**config.mk**
```make
export PLATFORM = sky130hd
export DESIGN_NAME = stable_priority_queue_core
export DESIGN_NICKNAME = d
export VERILOG_FILES = /design/src/rtl/spq_pkg.sv /design/src/rtl/spq_cell.sv /design/src/rtl/spq_outbuf.sv /design/src/rtl/stable_priority_queue_core.sv
export SDC_FILE = /design/constraint.sdc
export NUM_CORES = 1
export LEC_CHECK = 0
export ABC_CLOCK_PERIOD_IN_PS = 5550
export BUFFER_PORTS_ARGS = -buffer_cell sky130_fd_sc_hd__buf_2
export CORE_MARGIN = 2
export CORE_UTILIZATION = 64
export CTS_CLUSTER_DIAMETER = 200
export DETAILED_ROUTE_END_ITERATION = 16
export PLACE_DENSITY = 0.81
export RECOVER_POWER = 25
export SLEW_MARGIN = 30
export SYNTH_ARGS = -nofsm -noshare
export SYNTH_HDL_FRONTEND = slang
export SYNTH_HIERARCHICAL = 1
export SYNTH_SLANG_ARGS = --single-unit
```
**constraint.sdc**
```tcl
create_clock -name clk -period 5.55 [get_ports clk]
set_input_delay 1.11 -clock clk [delete_from_list [all_inputs] [get_ports clk]]
set_output_delay 1.11 -clock clk [all_outputs]
set_load 0.02 [all_outputs]
```
**src/rtl/spq_pkg.sv**
```systemverilog
package spq_pkg;

	localparam int CAP_W = 5;
	localparam logic [CAP_W-1:0] CAP_RESET = 5'd16;
	localparam int STATUS_W = 2;

	typedef enum logic [STATUS_W-1:0] {
		ST_OK    = 2'd0,
		ST_FULL  = 2'd1,
		ST_EMPTY = 2'd2
	} status_t;

	typedef enum logic {
		MODE_PUSH = 1'b0,
		MODE_POP  = 1'b1
	} mode_t;

	// per-cycle command broadcast to every cell
	typedef struct packed {
		logic push;
		logic pop;
	} spq_op_t;

endpackage

```
**src/rtl/spq_cell.sv**
```systemverilog
module spq_cell
	import spq_pkg::*;
#(
	parameter int IDX   = 0,
	parameter int PB    = 4,
	parameter int PLB   = 32,
	parameter int CNT_W = 5
) (
	input  logic             clk,
	input  spq_op_t          op,
	input  logic [CNT_W-1:0] count,
	input  logic [PB-1:0]    new_prio,
	input  logic [PLB-1:0]   new_payload,
	input  logic             left_keep,
	input  logic [PB-1:0]    left_prio,
	input  logic [PLB-1:0]   left_payload,
	input  logic [PB-1:0]    right_prio,
	input  logic [PLB-1:0]   right_payload,
	output logic             keep,
	output logic [PB-1:0]    prio_q,
	output logic [PLB-1:0]   payload_q
);

	// entry stays put on a push when it is held and ranks at or above the new one
	assign keep = (CNT_W'(IDX) < count) && (prio_q >= new_prio);

	always_ff @(posedge clk) begin
		if (op.push && !keep) begin
			if (left_keep) begin
				prio_q    <= new_prio;
				payload_q <= new_payload;
			end else begin
				prio_q    <= left_prio;
				payload_q <= left_payload;
			end
		end else if (op.pop) begin
			prio_q    <= right_prio;
			payload_q <= right_payload;
		end
	end

endmodule

```
**src/rtl/spq_outbuf.sv**
```systemverilog
module spq_outbuf
	import spq_pkg::*;
#(
	parameter int DATA_W = 48
) (
	input  logic                clk,
	input  logic                arst_n,
	input  logic                in_valid,
	output logic                in_ready,
	input  logic [DATA_W-1:0]   in_data,
	input  logic [STATUS_W-1:0] in_user,
	output logic                out_valid,
	input  logic                out_ready,
	output logic [DATA_W-1:0]   out_data,
	output logic [STATUS_W-1:0] out_user
);

	logic                out_v_q;
	logic [DATA_W-1:0]   out_data_q;
	logic [STATUS_W-1:0] out_user_q;
	logic                skid_v_q;
	logic [DATA_W-1:0]   skid_data_q;
	logic [STATUS_W-1:0] skid_user_q;
	logic                take;
	logic                put;

	assign in_ready  = !skid_v_q;
	assign put       = in_valid && in_ready;
	assign take      = out_v_q && out_ready;
	assign out_valid = out_v_q;
	assign out_data  = out_data_q;
	assign out_user  = out_user_q;

	always_ff @(posedge clk or negedge arst_n) begin
		if (!arst_n) begin
			out_v_q  <= 1'b0;
			skid_v_q <= 1'b0;
		end else if (take || !out_v_q) begin
			if (skid_v_q) begin
				out_v_q  <= 1'b1;
				skid_v_q <= 1'b0;
			end else begin
				out_v_q <= put;
			end
		end else if (put) begin
			skid_v_q <= 1'b1;
		end
	end

	always_ff @(posedge clk) begin
		if (take || !out_v_q) begin
			if (skid_v_q) begin
				out_data_q <= skid_data_q;
				out_user_q <= skid_user_q;
			end else if (put) begin
				out_data_q <= in_data;
				out_user_q <= in_user;
			end
		end else if (put) begin
			skid_data_q <= in_data;
			skid_user_q <= in_user;
		end
	end

endmodule

```
**src/rtl/stable_priority_queue_core.sv**
```systemverilog
// Bounded priority queue kept sorted in a row of QUEUE_DEPTH cells, head in
// cell 0. Every word on s_ is a push (tuser 0) or a pop (tuser 1), and each
// yields one result word on m_ with status, popped entry and the occupancy
// after the operation. On a push every cell compares its own priority with the
// new one in parallel and either holds, loads the new entry or takes its left
// neighbor's; a pop shifts every cell one place left. One word is taken per
// clock while s_tready is high. Results pass through a two-word output buffer,
// so input keeps flowing while m_tready is low until that buffer is full.
// cfg_ready is always high; capacity resets to 16 and is clipped to the depth.
module stable_priority_queue_core
	import spq_pkg::*;
#(
	parameter int QUEUE_DEPTH   = 16,
	parameter int PRIORITY_BITS = 4,
	parameter int PAYLOAD_BITS  = 32,
	localparam int CNT_W = $clog2(QUEUE_DEPTH + 1),
	localparam int IN_W  = ((PRIORITY_BITS + PAYLOAD_BITS + 7) / 8) * 8,
	localparam int OUT_W = ((PRIORITY_BITS + PAYLOAD_BITS + CNT_W + 7) / 8) * 8
) (
	input  logic                clk,
	input  logic                arst_n,
	input  logic                cfg_valid,
	output logic                cfg_ready,
	input  logic [CAP_W-1:0]    cfg_data,   // capacity
	input  logic                s_tvalid,
	output logic                s_tready,
	input  logic [IN_W-1:0]     s_tdata,    // priority_req, msg_payload
	input  logic                s_tuser,    // mode
	output logic                m_tvalid,
	input  logic                m_tready,
	output logic [OUT_W-1:0]    m_tdata,    // out_priority, out_payload, occupancy
	output logic [STATUS_W-1:0] m_tuser     // status
);

	localparam int PB    = PRIORITY_BITS;
	localparam int PLB   = PAYLOAD_BITS;
	localparam int CMP_W = (CNT_W > CAP_W) ? CNT_W : CAP_W;

	logic [CAP_W-1:0] capacity_q;
	logic [CNT_W-1:0] count_q;
	logic [CNT_W-1:0] count_next;
	logic [PB-1:0]    new_prio;
	logic [PLB-1:0]   new_payload;
	logic             accept;
	logic             full;
	logic             empty;
	spq_op_t          op;
	status_t          status;
	logic [PB-1:0]    res_prio;
	logic [PLB-1:0]   res_payload;
	logic [OUT_W-1:0] res_data;

	logic [PB-1:0]  prio_w    [QUEUE_DEPTH];
	logic [PLB-1:0] payload_w [QUEUE_DEPTH];
	logic           keep_w    [QUEUE_DEPTH];

	assign cfg_ready = 1'b1;

	always_ff @(posedge clk or negedge arst_n) begin
		if (!arst_n) begin
			capacity_q <= CAP_RESET;
		end else if (cfg_valid && cfg_ready) begin
			capacity_q <= cfg_data;
		end
	end

	assign new_prio    = s_tdata[PB-1:0];
	assign new_payload = s_tdata[PB+PLB-1:PB];
	assign accept      = s_tvalid && s_tready;

	assign full  = (CMP_W'(count_q) >= CMP_W'(capacity_q)) ||
		(count_q == CNT_W'(QUEUE_DEPTH));
	assign empty = (count_q == '0);

	always_comb begin
		op.push     = 1'b0;
		op.pop      = 1'b0;
		status      = ST_OK;
		count_next  = count_q;
		res_prio    = '0;
		res_payload = '0;
		if (s_tuser == MODE_PUSH) begin
			if (full) begin
				status = ST_FULL;
			end else begin
				op.push    = accept;
				count_next = count_q + 1'b1;
			end
		end else begin
			if (empty) begin
				status = ST_EMPTY;
			end else begin
				op.pop      = accept;
				count_next  = count_q - 1'b1;
				res_prio    = prio_w[0];
				res_payload = payload_w[0];
			end
		end
	end

	always_ff @(posedge clk or negedge arst_n) begin
		if (!arst_n) begin
			count_q <= '0;
		end else if (accept) begin
			count_q <= count_next;
		end
	end

	for (genvar i = 0; i < QUEUE_DEPTH; i++) begin : g_cell
		logic           left_keep;
		logic [PB-1:0]  left_prio;
		logic [PLB-1:0] left_payload;
		logic [PB-1:0]  right_prio;
		logic [PLB-1:0] right_payload;

		if (i == 0) begin : g_head
			assign left_keep    = 1'b1;
			assign left_prio    = new_prio;
			assign left_payload = new_payload;
		end else begin : g_body
			assign left_keep    = keep_w[i-1];
			assign left_prio    = prio_w[i-1];
			assign left_payload = payload_w[i-1];
		end

		if (i == QUEUE_DEPTH - 1) begin : g_tail
			assign right_prio    = prio_w[i];
			assign right_payload = payload_w[i];
		end else begin : g_mid
			assign right_prio    = prio_w[i+1];
			assign right_payload = payload_w[i+1];
		end

		spq_cell #(
			.IDX   (i),
			.PB    (PB),
			.PLB   (PLB),
			.CNT_W (CNT_W)
		) u_cell (
			.clk           (clk),
			.op            (op),
			.count         (count_q),
			.new_prio      (new_prio),
			.new_payload   (new_payload),
			.left_keep     (left_keep),
			.left_prio     (left_prio),
			.left_payload  (left_payload),
			.right_prio    (right_prio),
			.right_payload (right_payload),
			.keep          (keep_w[i]),
			.prio_q        (prio_w[i]),
			.payload_q     (payload_w[i])
		);
	end

	assign res_data = OUT_W'({count_next, res_payload, res_prio});

	spq_outbuf #(
		.DATA_W (OUT_W)
	) u_outbuf (
		.clk       (clk),
		.arst_n    (arst_n),
		.in_valid  (s_tvalid),
		.in_ready  (s_tready),
		.in_data   (res_data),
		.in_user   (status),
		.out_valid (m_tvalid),
		.out_ready (m_tready),
		.out_data  (m_tdata),
		.out_user  (m_tuser)
	);

endmodule

```
# Word-level counts from Yosys, hierarchy flattened
# Cells that the tools add are included.
[word_totals]
input_bits = 51
output_inout_bits = 53
ramBits = 0
latchBits = 0
n_memories = 0
romBits = 0
wordCells = 262
regBits = 674
[classes]
eq_ne = 1
n_bitwise = 1
n_div = 0
n_reduce_logical = 74
multipliers = 0
magnitude_cmp = 33
n_mux = 111
n_addsub = 2
shift = 0
[ops]
columns = ["op", "count"]
rows = [
  ["$mux 32", 47],
  ["$mux 4", 47],
  ["$mux 41", 2],
  ["$ge 4x4->1", 16],
  ["$lt 4x5->1 const A", 8],
  ["$logic_and 1x1->1", 34],
  ["$reduce_bool 2->1", 17],
  ["$lt 3x5->1 const A", 4],
  ["$logic_not 1->1", 18],
  ["$mux 5", 3],
  ["$lt 1x5->1 const A", 2],
  ["$lt 2x5->1 const A", 2],
  ["$mux 1", 8],
  ["$mux 2", 4],
  ["$add 5x1->5 const B", 1],
  ["$eq 5x5->1 const B", 1],
  ["$ge 5x5->1", 1],
  ["$logic_not 5->1", 1],
  ["$sub 5x1->5 const B", 1],
  ["$reduce_and 2->1", 2],
  ["$logic_or 1x1->1", 2],
  ["$not 1->1", 1],
]

# Depth between registers and ports, before layout
# Gate-level depths: netlist of run 1.
[logic_depth]
ltp_word = 6
depth_mapped = 12
depth_no_buf = 9

# Cells and area by module
# The synthesis of run 1 kept the hierarchy.
[modules_own_cells]
columns = ["mod", "area_each_um2", "seq_area_each_um2", "instances", "cells_each"]
rows = [
  ["spq_cell at g_cell[13].u_cell ...", 2209.6, 1081.0, 2, 132],
  ["spq_outbuf", 3927.5, 3052.9, 1, 165],
  ["spq_cell at g_cell[9].u_cell", 2245.9, 1081.0, 1, 134],
  ["spq_cell at g_cell[2].u_cell", 2225.9, 1081.0, 1, 132],
  ["spq_cell at g_cell[4].u_cell", 2223.4, 1081.0, 1, 133],
  ["spq_cell at g_cell[0].u_cell", 2219.6, 1081.0, 1, 133],
  ["spq_cell at g_cell[6].u_cell", 2219.6, 1081.0, 1, 132],
  ["spq_cell at g_cell[5].u_cell", 2218.4, 1081.0, 1, 132],
  ["spq_cell at g_cell[8].u_cell", 2218.4, 1081.0, 1, 133],
  ["spq_cell at g_cell[12].u_cell", 2215.9, 1081.0, 1, 133],
  ["spq_cell at g_cell[3].u_cell", 2215.9, 1081.0, 1, 132],
  ["spq_cell at g_cell[15].u_cell", 2214.6, 1081.0, 1, 131],
  ["spq_cell at g_cell[14].u_cell", 2212.1, 1081.0, 1, 132],
  ["spq_cell at g_cell[11].u_cell", 2208.4, 1081.0, 1, 132],
  ["+3 rows", "--", "--", "--", "--"],
]

# Least setup slack after synthesis of run 1
# No wires, ideal clock.
[synth_path]
path_type = "in2reg"
start = "input m_tready"
end = "register u_outbuf.skid_data_q[0] (enable)"
slack_ns = 0.019
path_buffers = 0
arrival_time_ns = 5.002
cell_stages = 2
path_cell_list = "nand2b_1 -> nor3b_1"
[synth_between]
elab_chain_cells = 4
[synth_rtl]
columns = ["element", "line_no", "rtl"]
rows = [
  ["from (decl)", "stable_priority_queue_core.sv:30", "input logic m_tready,"],
  ["$logic_and 1x1->1", "spq_outbuf.sv:29", "assign take = out_v_q && out_ready;"],
  ["$logic_or 1x1->1", "spq_outbuf.sv:51", "if (take || !out_v_q) begin"],
  ["$not 1->1 (no line)", "--", ""],
  ["$reduce_and 2->1 (no line)", "--", ""],
  ["to (signal assigned)", "spq_outbuf.sv:60", "skid_data_q <= in_data;"],
  ["to (decl)", "spq_outbuf.sv:22", "logic [DATA_W-1:0] skid_data_q;"],
]
# Every way passes these cells.
# A chain may end at the register's enable or synchronous reset.

# Worst setup path in the final report of run 1
[layout_path]
start = "register count_q[0]"
end = "register g_cell[15].u_cell.payload_q[1] (data pin)"
[layout_between]
elab_chain_cells = 3
[layout_rtl]
columns = ["element", "line_no", "rtl"]
rows = [
  ["from (decl)", "stable_priority_queue_core.sv:40", "logic [CNT_W-1:0] count_q;"],
  ["from (signal assigned)", "stable_priority_queue_core.sv:105", "count_q <= count_next;"],
  ["$lt 4x5->1", "spq_cell.sv:25", "assign keep = (CNT_W'(IDX) < count) && (prio_q >= new_prio);"],
  ["$logic_and 1x1->1", "spq_cell.sv:25", ""],
  ["$mux 32", "spq_cell.sv:29", "if (left_keep) begin"],
  ["to (signal assigned)", "spq_cell.sv:31", "payload_q <= new_payload;"],
  ["to (signal assigned)", "spq_cell.sv:34", "payload_q <= left_payload;"],
  ["to (signal assigned)", "spq_cell.sv:38", "payload_q <= right_payload;"],
  ["to (decl)", "spq_cell.sv:21", "output logic [PLB-1:0] payload_q"],
]
# Every way passes these cells.

==> impl_metrics.toml, run 1 <==
[outcome]
status = "finished, violations left"
violations = "capacitance limit, slew limit"

[critical_path]
cp.required_ps = 5900
path_class = "reg -> reg"
critPathLaunchType = "flop"
critPathMaxFanout = 31
cp.arrival_ps = 5070
crit_path_end_kind = "flop"

[floorplan]
dieWidth_um = 255
rows = 91
pin_count = 104
dieArea_um2 = 64900
fp.coreArea_um2 = 61900
start_util = 0.650
die_h_um = 255

[sta]
period_minus_slack_ps = 4720
hold_viol_final = 0
worst_pin_slew_ps = 2780
fin_crit_sh = 0.850
relSlewSlack = -0.851
max_freq_mhz = 212
slew_viol_final = 102
whs_ps = 502
setup_violations = 0
finClkSkew_ps = 25.8
timing.final.ws_setup_ps = 834
rsz0062_at_grt = "no"
tns_ps = 0

[power]
internal-power_mw = 13.2
combPwrFrac = 0.326
seqPwrFrac = 0.407
p_per_area_nw_per_um2 = 424
power_frac_clock = 0.267
peakVddDrop_mv = 0.207
p_sw_mw = 5.16
swShare = 0.281
p_leak_nw = 15.8

[route]
drc_errors = 0
wl_per_cell_um = 21.2
dr.first_iter.drc_count = 1267
via_per_inst = 5.85
drt.antenna.violating_nets = 0
dr.pass1.iters = 5
routed_wl_um = 73200
vias = 20200

[clock_tree]
clk_latency_ps = 620
clock-sinks = 688
cts_resized = 0
cts.clk_slew.worst_paths_ps = 60
cts_made_buffers = 75
hold_buffers = 0
post_cts_buffers = 0
cts_tree = "built"
h-tree-depth = 3
clock-root-buffer = "clkbuf_16"
clk_path_buf_depth = 3

[placed_design]
pre_cts_ws_ps = 1160
post-dp-hpwl_um = 53400
portBuffers = 98
gp_congestion = 0.780

[yosys]
yosys_warnings = 6
syn_inst = 2460
avgSynthCellArea_um2 = 16.4
synth_area_um2 = 40300

[grt]
grt_pass1_wl_um = 118000
grtUsageTotal = 0.226
grt_overflow = 0
first_global_vias = 21600
grt_max_degree = 55
antenna_found_initial = 5

[finish]
area_delta_synth_final_pct = 7.45
final_nets = 2673
final_util = 0.699
drive_above_1_share = 0.518

[min_path]
min_path_type = "in -> async"

[job]
drv_cap = 2
[flip-flops by register name, indices dropped and copies added (netlist names)]
name and cells:
u_outbuf/skid_user_q 2, u_outbuf/out_data 48, g_cell.u_cell/payload_q 512, count_q 5
capacity_q 5, g_cell.u_cell/prio_q 64, u_outbuf/out_valid 1, u_outbuf/skid_data_q 48
u_outbuf/out_user 2, u_outbuf/skid_v_q 1
[per-layer routing]
| layer | track usage | up-vias | share of wire |
|---|---|---|---|
| met1 | 0.314 | 10000 | 0.47 |
| met3 | 0.0290 | 87 | 0.037 |
| met5 | 0 | - | 0 |
| met4 | 0.0668 | 0 | 0.019 |
| li1 | - | 9650 | - |
| met2 | 0.376 | 423 | 0.48 |
[placed cells by master (no fill, tap or decap), types with 7 or more instances in the layout]
cell       count
mux2_1        50
and2_0        43
clkinv_1      14
or3b_1        12
conb_1        16
inv_1         75
buf_2         44
clkbuf_16     77
nor2_1        44
mux2_2       677
o21ai_0        9
a21oi_1       21
a22oi_1       34
or2_2         11
clkbuf_1      71
buf_16        13
buf_4         28
mux2_4       404
nand2_1       12
a21oi_4       12
clkinv_2      13
a22o_2        11
ha_1          71
mux2i_1       36
edfxtp_1     676
dfrtp_1       10
bufinv_16      7
[worst max-delay path, cell delays in order, from the launching register on]
cell	delay, ps
dfrtp_1	320
clkbuf_1	820
inv_1	260
ha_1	360
nor2b_1	140
o21ai_1	150
a31oi_2	430
and3_1	230
buf_4	360
a21boi_4	390
buf_4	540
mux2_2	400
[metrics by stage]
step                      std cells  instance area (um2)  total power [mW]
after floorplan                2474                40300              12.4
after global placement         3293                40700              13.1
after detailed placement       3308                41100              13.6
after CTS                      3444                43500              18.5
after global routing           3452                43300              19.2
final                          3452                43300              18.3
[layout make-up]
| cell class | count | area, um2 |
|---|---|---|
| multi-input combinational | 1564 | 17800 |
| inverter | 75 | 282 |
| sequential | 688 | 20600 |
| antenna | 5 | 12.5 |
| clock inverter | 44 | 425 |
| timing repair buffer | 147 | 1080 |
| clock buffer | 92 | 1980 |
| tap | 837 | 1050 |
| fill | 4070 | 18700 |
[worst paths after layout]
check / from / to / slack (ps) / cells past startpoint
max in group asynchronous: arst_n / u_outbuf/skid_v_q$_DFFE_PN0P_ / 4570 / 1
max reg2reg: count_q[0]$_DFFE_PN0P_ / g_cell[15].u_cell/payload_q[1]$_DFFE_PP_ / 830 / 11
max: count_q[0]$_DFFE_PN0P_ / g_cell[15].u_cell/payload_q[1]$_DFFE_PP_ / 830 / 11
min reg2reg: capacity_q[4]$_DFFE_PN1P_ / capacity_q[4]$_DFFE_PN1P_ / 540 / 2
min: arst_n / count_q[1]$_DFFE_PN0P_ / 500 / 1
min in group clk: capacity_q[4]$_DFFE_PN1P_ / capacity_q[4]$_DFFE_PN1P_ / 540 / 2
[power groups by stage]
stage                     logic, mW  clock network (mW)  registers [mW]
after floorplan                4.89                   0            7.49
after global placement         5.54                   0            7.51
after detailed placement       5.98                   0            7.58
after CTS                      6.02                5.01            7.47
after global routing           6.40                5.20            7.57
final                          5.98                4.90            7.47
Power figures use the tool's default switching activity.
==> run 2: changes to the inputs <==
--- a/config.mk
+++ b/config.mk
@@ -5,13 +5,13 @@
 export SDC_FILE = /design/constraint.sdc
 export NUM_CORES = 1
 export LEC_CHECK = 0
-export ABC_CLOCK_PERIOD_IN_PS = 5550
+export ABC_CLOCK_PERIOD_IN_PS = 4300
 export BUFFER_PORTS_ARGS = -buffer_cell sky130_fd_sc_hd__buf_2
 export CORE_MARGIN = 2
-export CORE_UTILIZATION = 64
+export CORE_UTILIZATION = 58
 export CTS_CLUSTER_DIAMETER = 200
 export DETAILED_ROUTE_END_ITERATION = 16
-export PLACE_DENSITY = 0.81
+export PLACE_DENSITY = 0.78
 export RECOVER_POWER = 25
 export SLEW_MARGIN = 30
 export SYNTH_ARGS = -nofsm -noshare
==> constraint.sdc (replaced) <==
create_clock -name clk -period 4.3 [get_ports clk]
set_input_delay 0.86 -clock clk [delete_from_list [all_inputs] [get_ports clk]]
set_output_delay 0.86 -clock clk [all_outputs]
set_load 0.02 [all_outputs]
==> run 2 against run 1 <==
  * The run still ends with capacitance limit, slew limit left
  * Critical path depth down 1
  * Global-route usage down 1.9 points
  * Via count up 1.0%
  * Clock power up 25%
==> impl_metrics.toml, run 2 (synthesized netlist as in run 1, its figures left out) <==
[clock_tree]
cts_made_buffers = 74
hold_buffers = 0
cts.clk_slew.worst_paths_ps = 60
clock-sinks = 688
clk_path_buf_depth = 3
cts_resized = 0
clock-root-buffer = "clkbuf_16"
clk_latency_ps = 610
h-tree-depth = 3
cts_tree = "built"
post_cts_buffers = 0

[sta]
finClkSkew_ps = 20.0
fin_crit_sh = 0.917
worst_pin_slew_ps = 2100
slew_viol_final = 51
rsz0062_at_grt = "no"
period_minus_slack_ps = 3940
relSlewSlack = -0.401
setup_violations = 0
hold_viol_final = 0
timing.final.ws_setup_ps = 358
max_freq_mhz = 254
tns_ps = 0

[floorplan]
rows = 96
die_h_um = 267
pin_count = 104
dieWidth_um = 267
fp.coreArea_um2 = 68700
start_util = 0.586
dieArea_um2 = 71500

[critical_path]
rr_startpoint = "capacity_q[4]$_DFFE_PN1P_"
cp_num_cells = 10
crit_start = "capacity_q[4]$_DFFE_PN1P_"
reg2reg_depth = 10
cp.arrival_ps = 4300
path_class = "reg -> reg"
cp.required_ps = 4660
crit_end = "g_cell[12].u_cell/payload_q[21]$_DFFE_PP_"
max_stage_delay_ps = 720
crit_buf_inv = 2
crit_slowest_cell = "a22o_1"
regToRegSetupSlack_ps = 360
crit_path_end_kind = "flop"
critPathMaxFanout = 23
worstPathCellList = "inv_1, ha_1, a21oi_1, o21ai_0, a31oi_2, and3_2, and2_1, a22o_1, buf_12, mux2_4"
regToRegEndpoint = "g_cell[12].u_cell/payload_q[21]$_DFFE_PP_"
cp_top_family = "compound AO/OA/AOI/OAI gates"
critPathLaunchType = "flop"

[min_path]
min_path_type = "in -> async"

[power]
swShare = 0.282
seqPwrFrac = 0.412
power_frac_clock = 0.263
peakVddDrop_mv = 0.266
internal-power_mw = 16.7
p_per_area_nw_per_um2 = 538
p_leak_nw = 15.7
combPwrFrac = 0.324
p_sw_mw = 6.57

[grt]
grt_pass1_wl_um = 120000
antenna_found_initial = 6
first_global_vias = 21700
grtUsageTotal = 0.208
grt_overflow = 0
grt_max_degree = 54

[route]
drt.antenna.violating_nets = 0
dr.pass1.iters = 4
via_per_inst = 5.71
routed_wl_um = 74800
dr.first_iter.drc_count = 1175
drc_errors = 0
vias = 20400
wl_per_cell_um = 20.9

[outcome]
status = "finished, violations left"
violations = "capacitance limit, slew limit"

[placed_design]
post-dp-hpwl_um = 54500
pre_cts_ws_ps = 502
portBuffers = 98
gp_congestion = 0.834

[finish]
reg_top3 = "g_cell.u_cell/payload_q (512), g_cell.u_cell/prio_q (64)"
largest-register = "g_cell.u_cell/payload_q"
drive_above_1_share = 0.504
area_delta_synth_final_pct = 7.51
largest_register_ff_count = 512
final_cell_mix = "mux2_2 (677), edfxtp_1 (676), mux2_4 (362)"
final_nets = 2708
layout_commonest_cell = "mux2_2"

[job]
drv_cap = 1
==> run 2: cell count changes in the layout (fill, tap and decap cells not counted), sizes merged <==
cell      change
buf          +31
bufinv        -1
clkbuf        +7
clkinv        -6
clkinvlp      -2
diode         +2
inv           -2
==> run 2: final cells by class <==
type                            count  area [um2]
Clock inverter                     33         328
Tap cell                          931        1160
Sequential cell                   688       20600
Multi-Input combinational cell   1564       17700
Antenna cell                        7        17.5
Clock buffer                       94        1970
Timing Repair Buffer              183        1250
Fill cell                        4941       25400
Inverter                           75         282
==> run 2: power by group through the flow <==
stage	sequential, mW	clock (mW)	combinational [mW]
floorplan	9.66	0	6.31
detailed placement	9.74	0	7.76
global placement	9.66	0	7.44
global route	9.73	6.52	8.09
CTS	9.61	6.27	7.80
finish	9.60	6.13	7.55
==> run 2: worst min-delay path by stage <==
stage	end	slack, ps	startpoint	depth (start not counted)
final	count_q[3]$_DFFE_PN0P_	260	arst_n	1
after detailed placement	capacity_q[0]$_DFFE_PN0P_	510	capacity_q[0]$_DFFE_PN0P_	1
after global routing	count_q[3]$_DFFE_PN0P_	320	arst_n	1
after global placement	capacity_q[4]$_DFFE_PN1P_	510	capacity_q[4]$_DFFE_PN1P_	2
after CTS	count_q[3]$_DFFE_PN0P_	100	arst_n	1
after floorplan	capacity_q[4]$_DFFE_PN1P_	480	capacity_q[4]$_DFFE_PN1P_	2
==> run 2: per-layer routing <==
layer | part of all wire | track usage | vias to the layer above
met3 | 0.038 | 0.0279 | 103
met4 | 0.023 | 0.0699 | 0
met2 | 0.46 | 0.338 | 416
met5 | 0 | 0 | -
li1 | - | - | 9715
met1 | 0.47 | 0.289 | 10200
==> run 2: through the flow <==
stage / cell area, um2 / utilization / std cells / power (mW) / hold WS [ps]
after floorplan: 40300 / - / 2474 / 16.0 / 480
after global placement: 41500 / 0.604 / 3441 / 17.1 / 506
after detailed placement: 41500 / 0.604 / 3441 / 17.5 / 513
after CTS: 43800 / 0.637 / 3568 / 23.7 / 103
after global routing: 43300 / 0.630 / 3574 / 24.3 / 321
final: 43300 / 0.630 / 3575 / 23.3 / 260
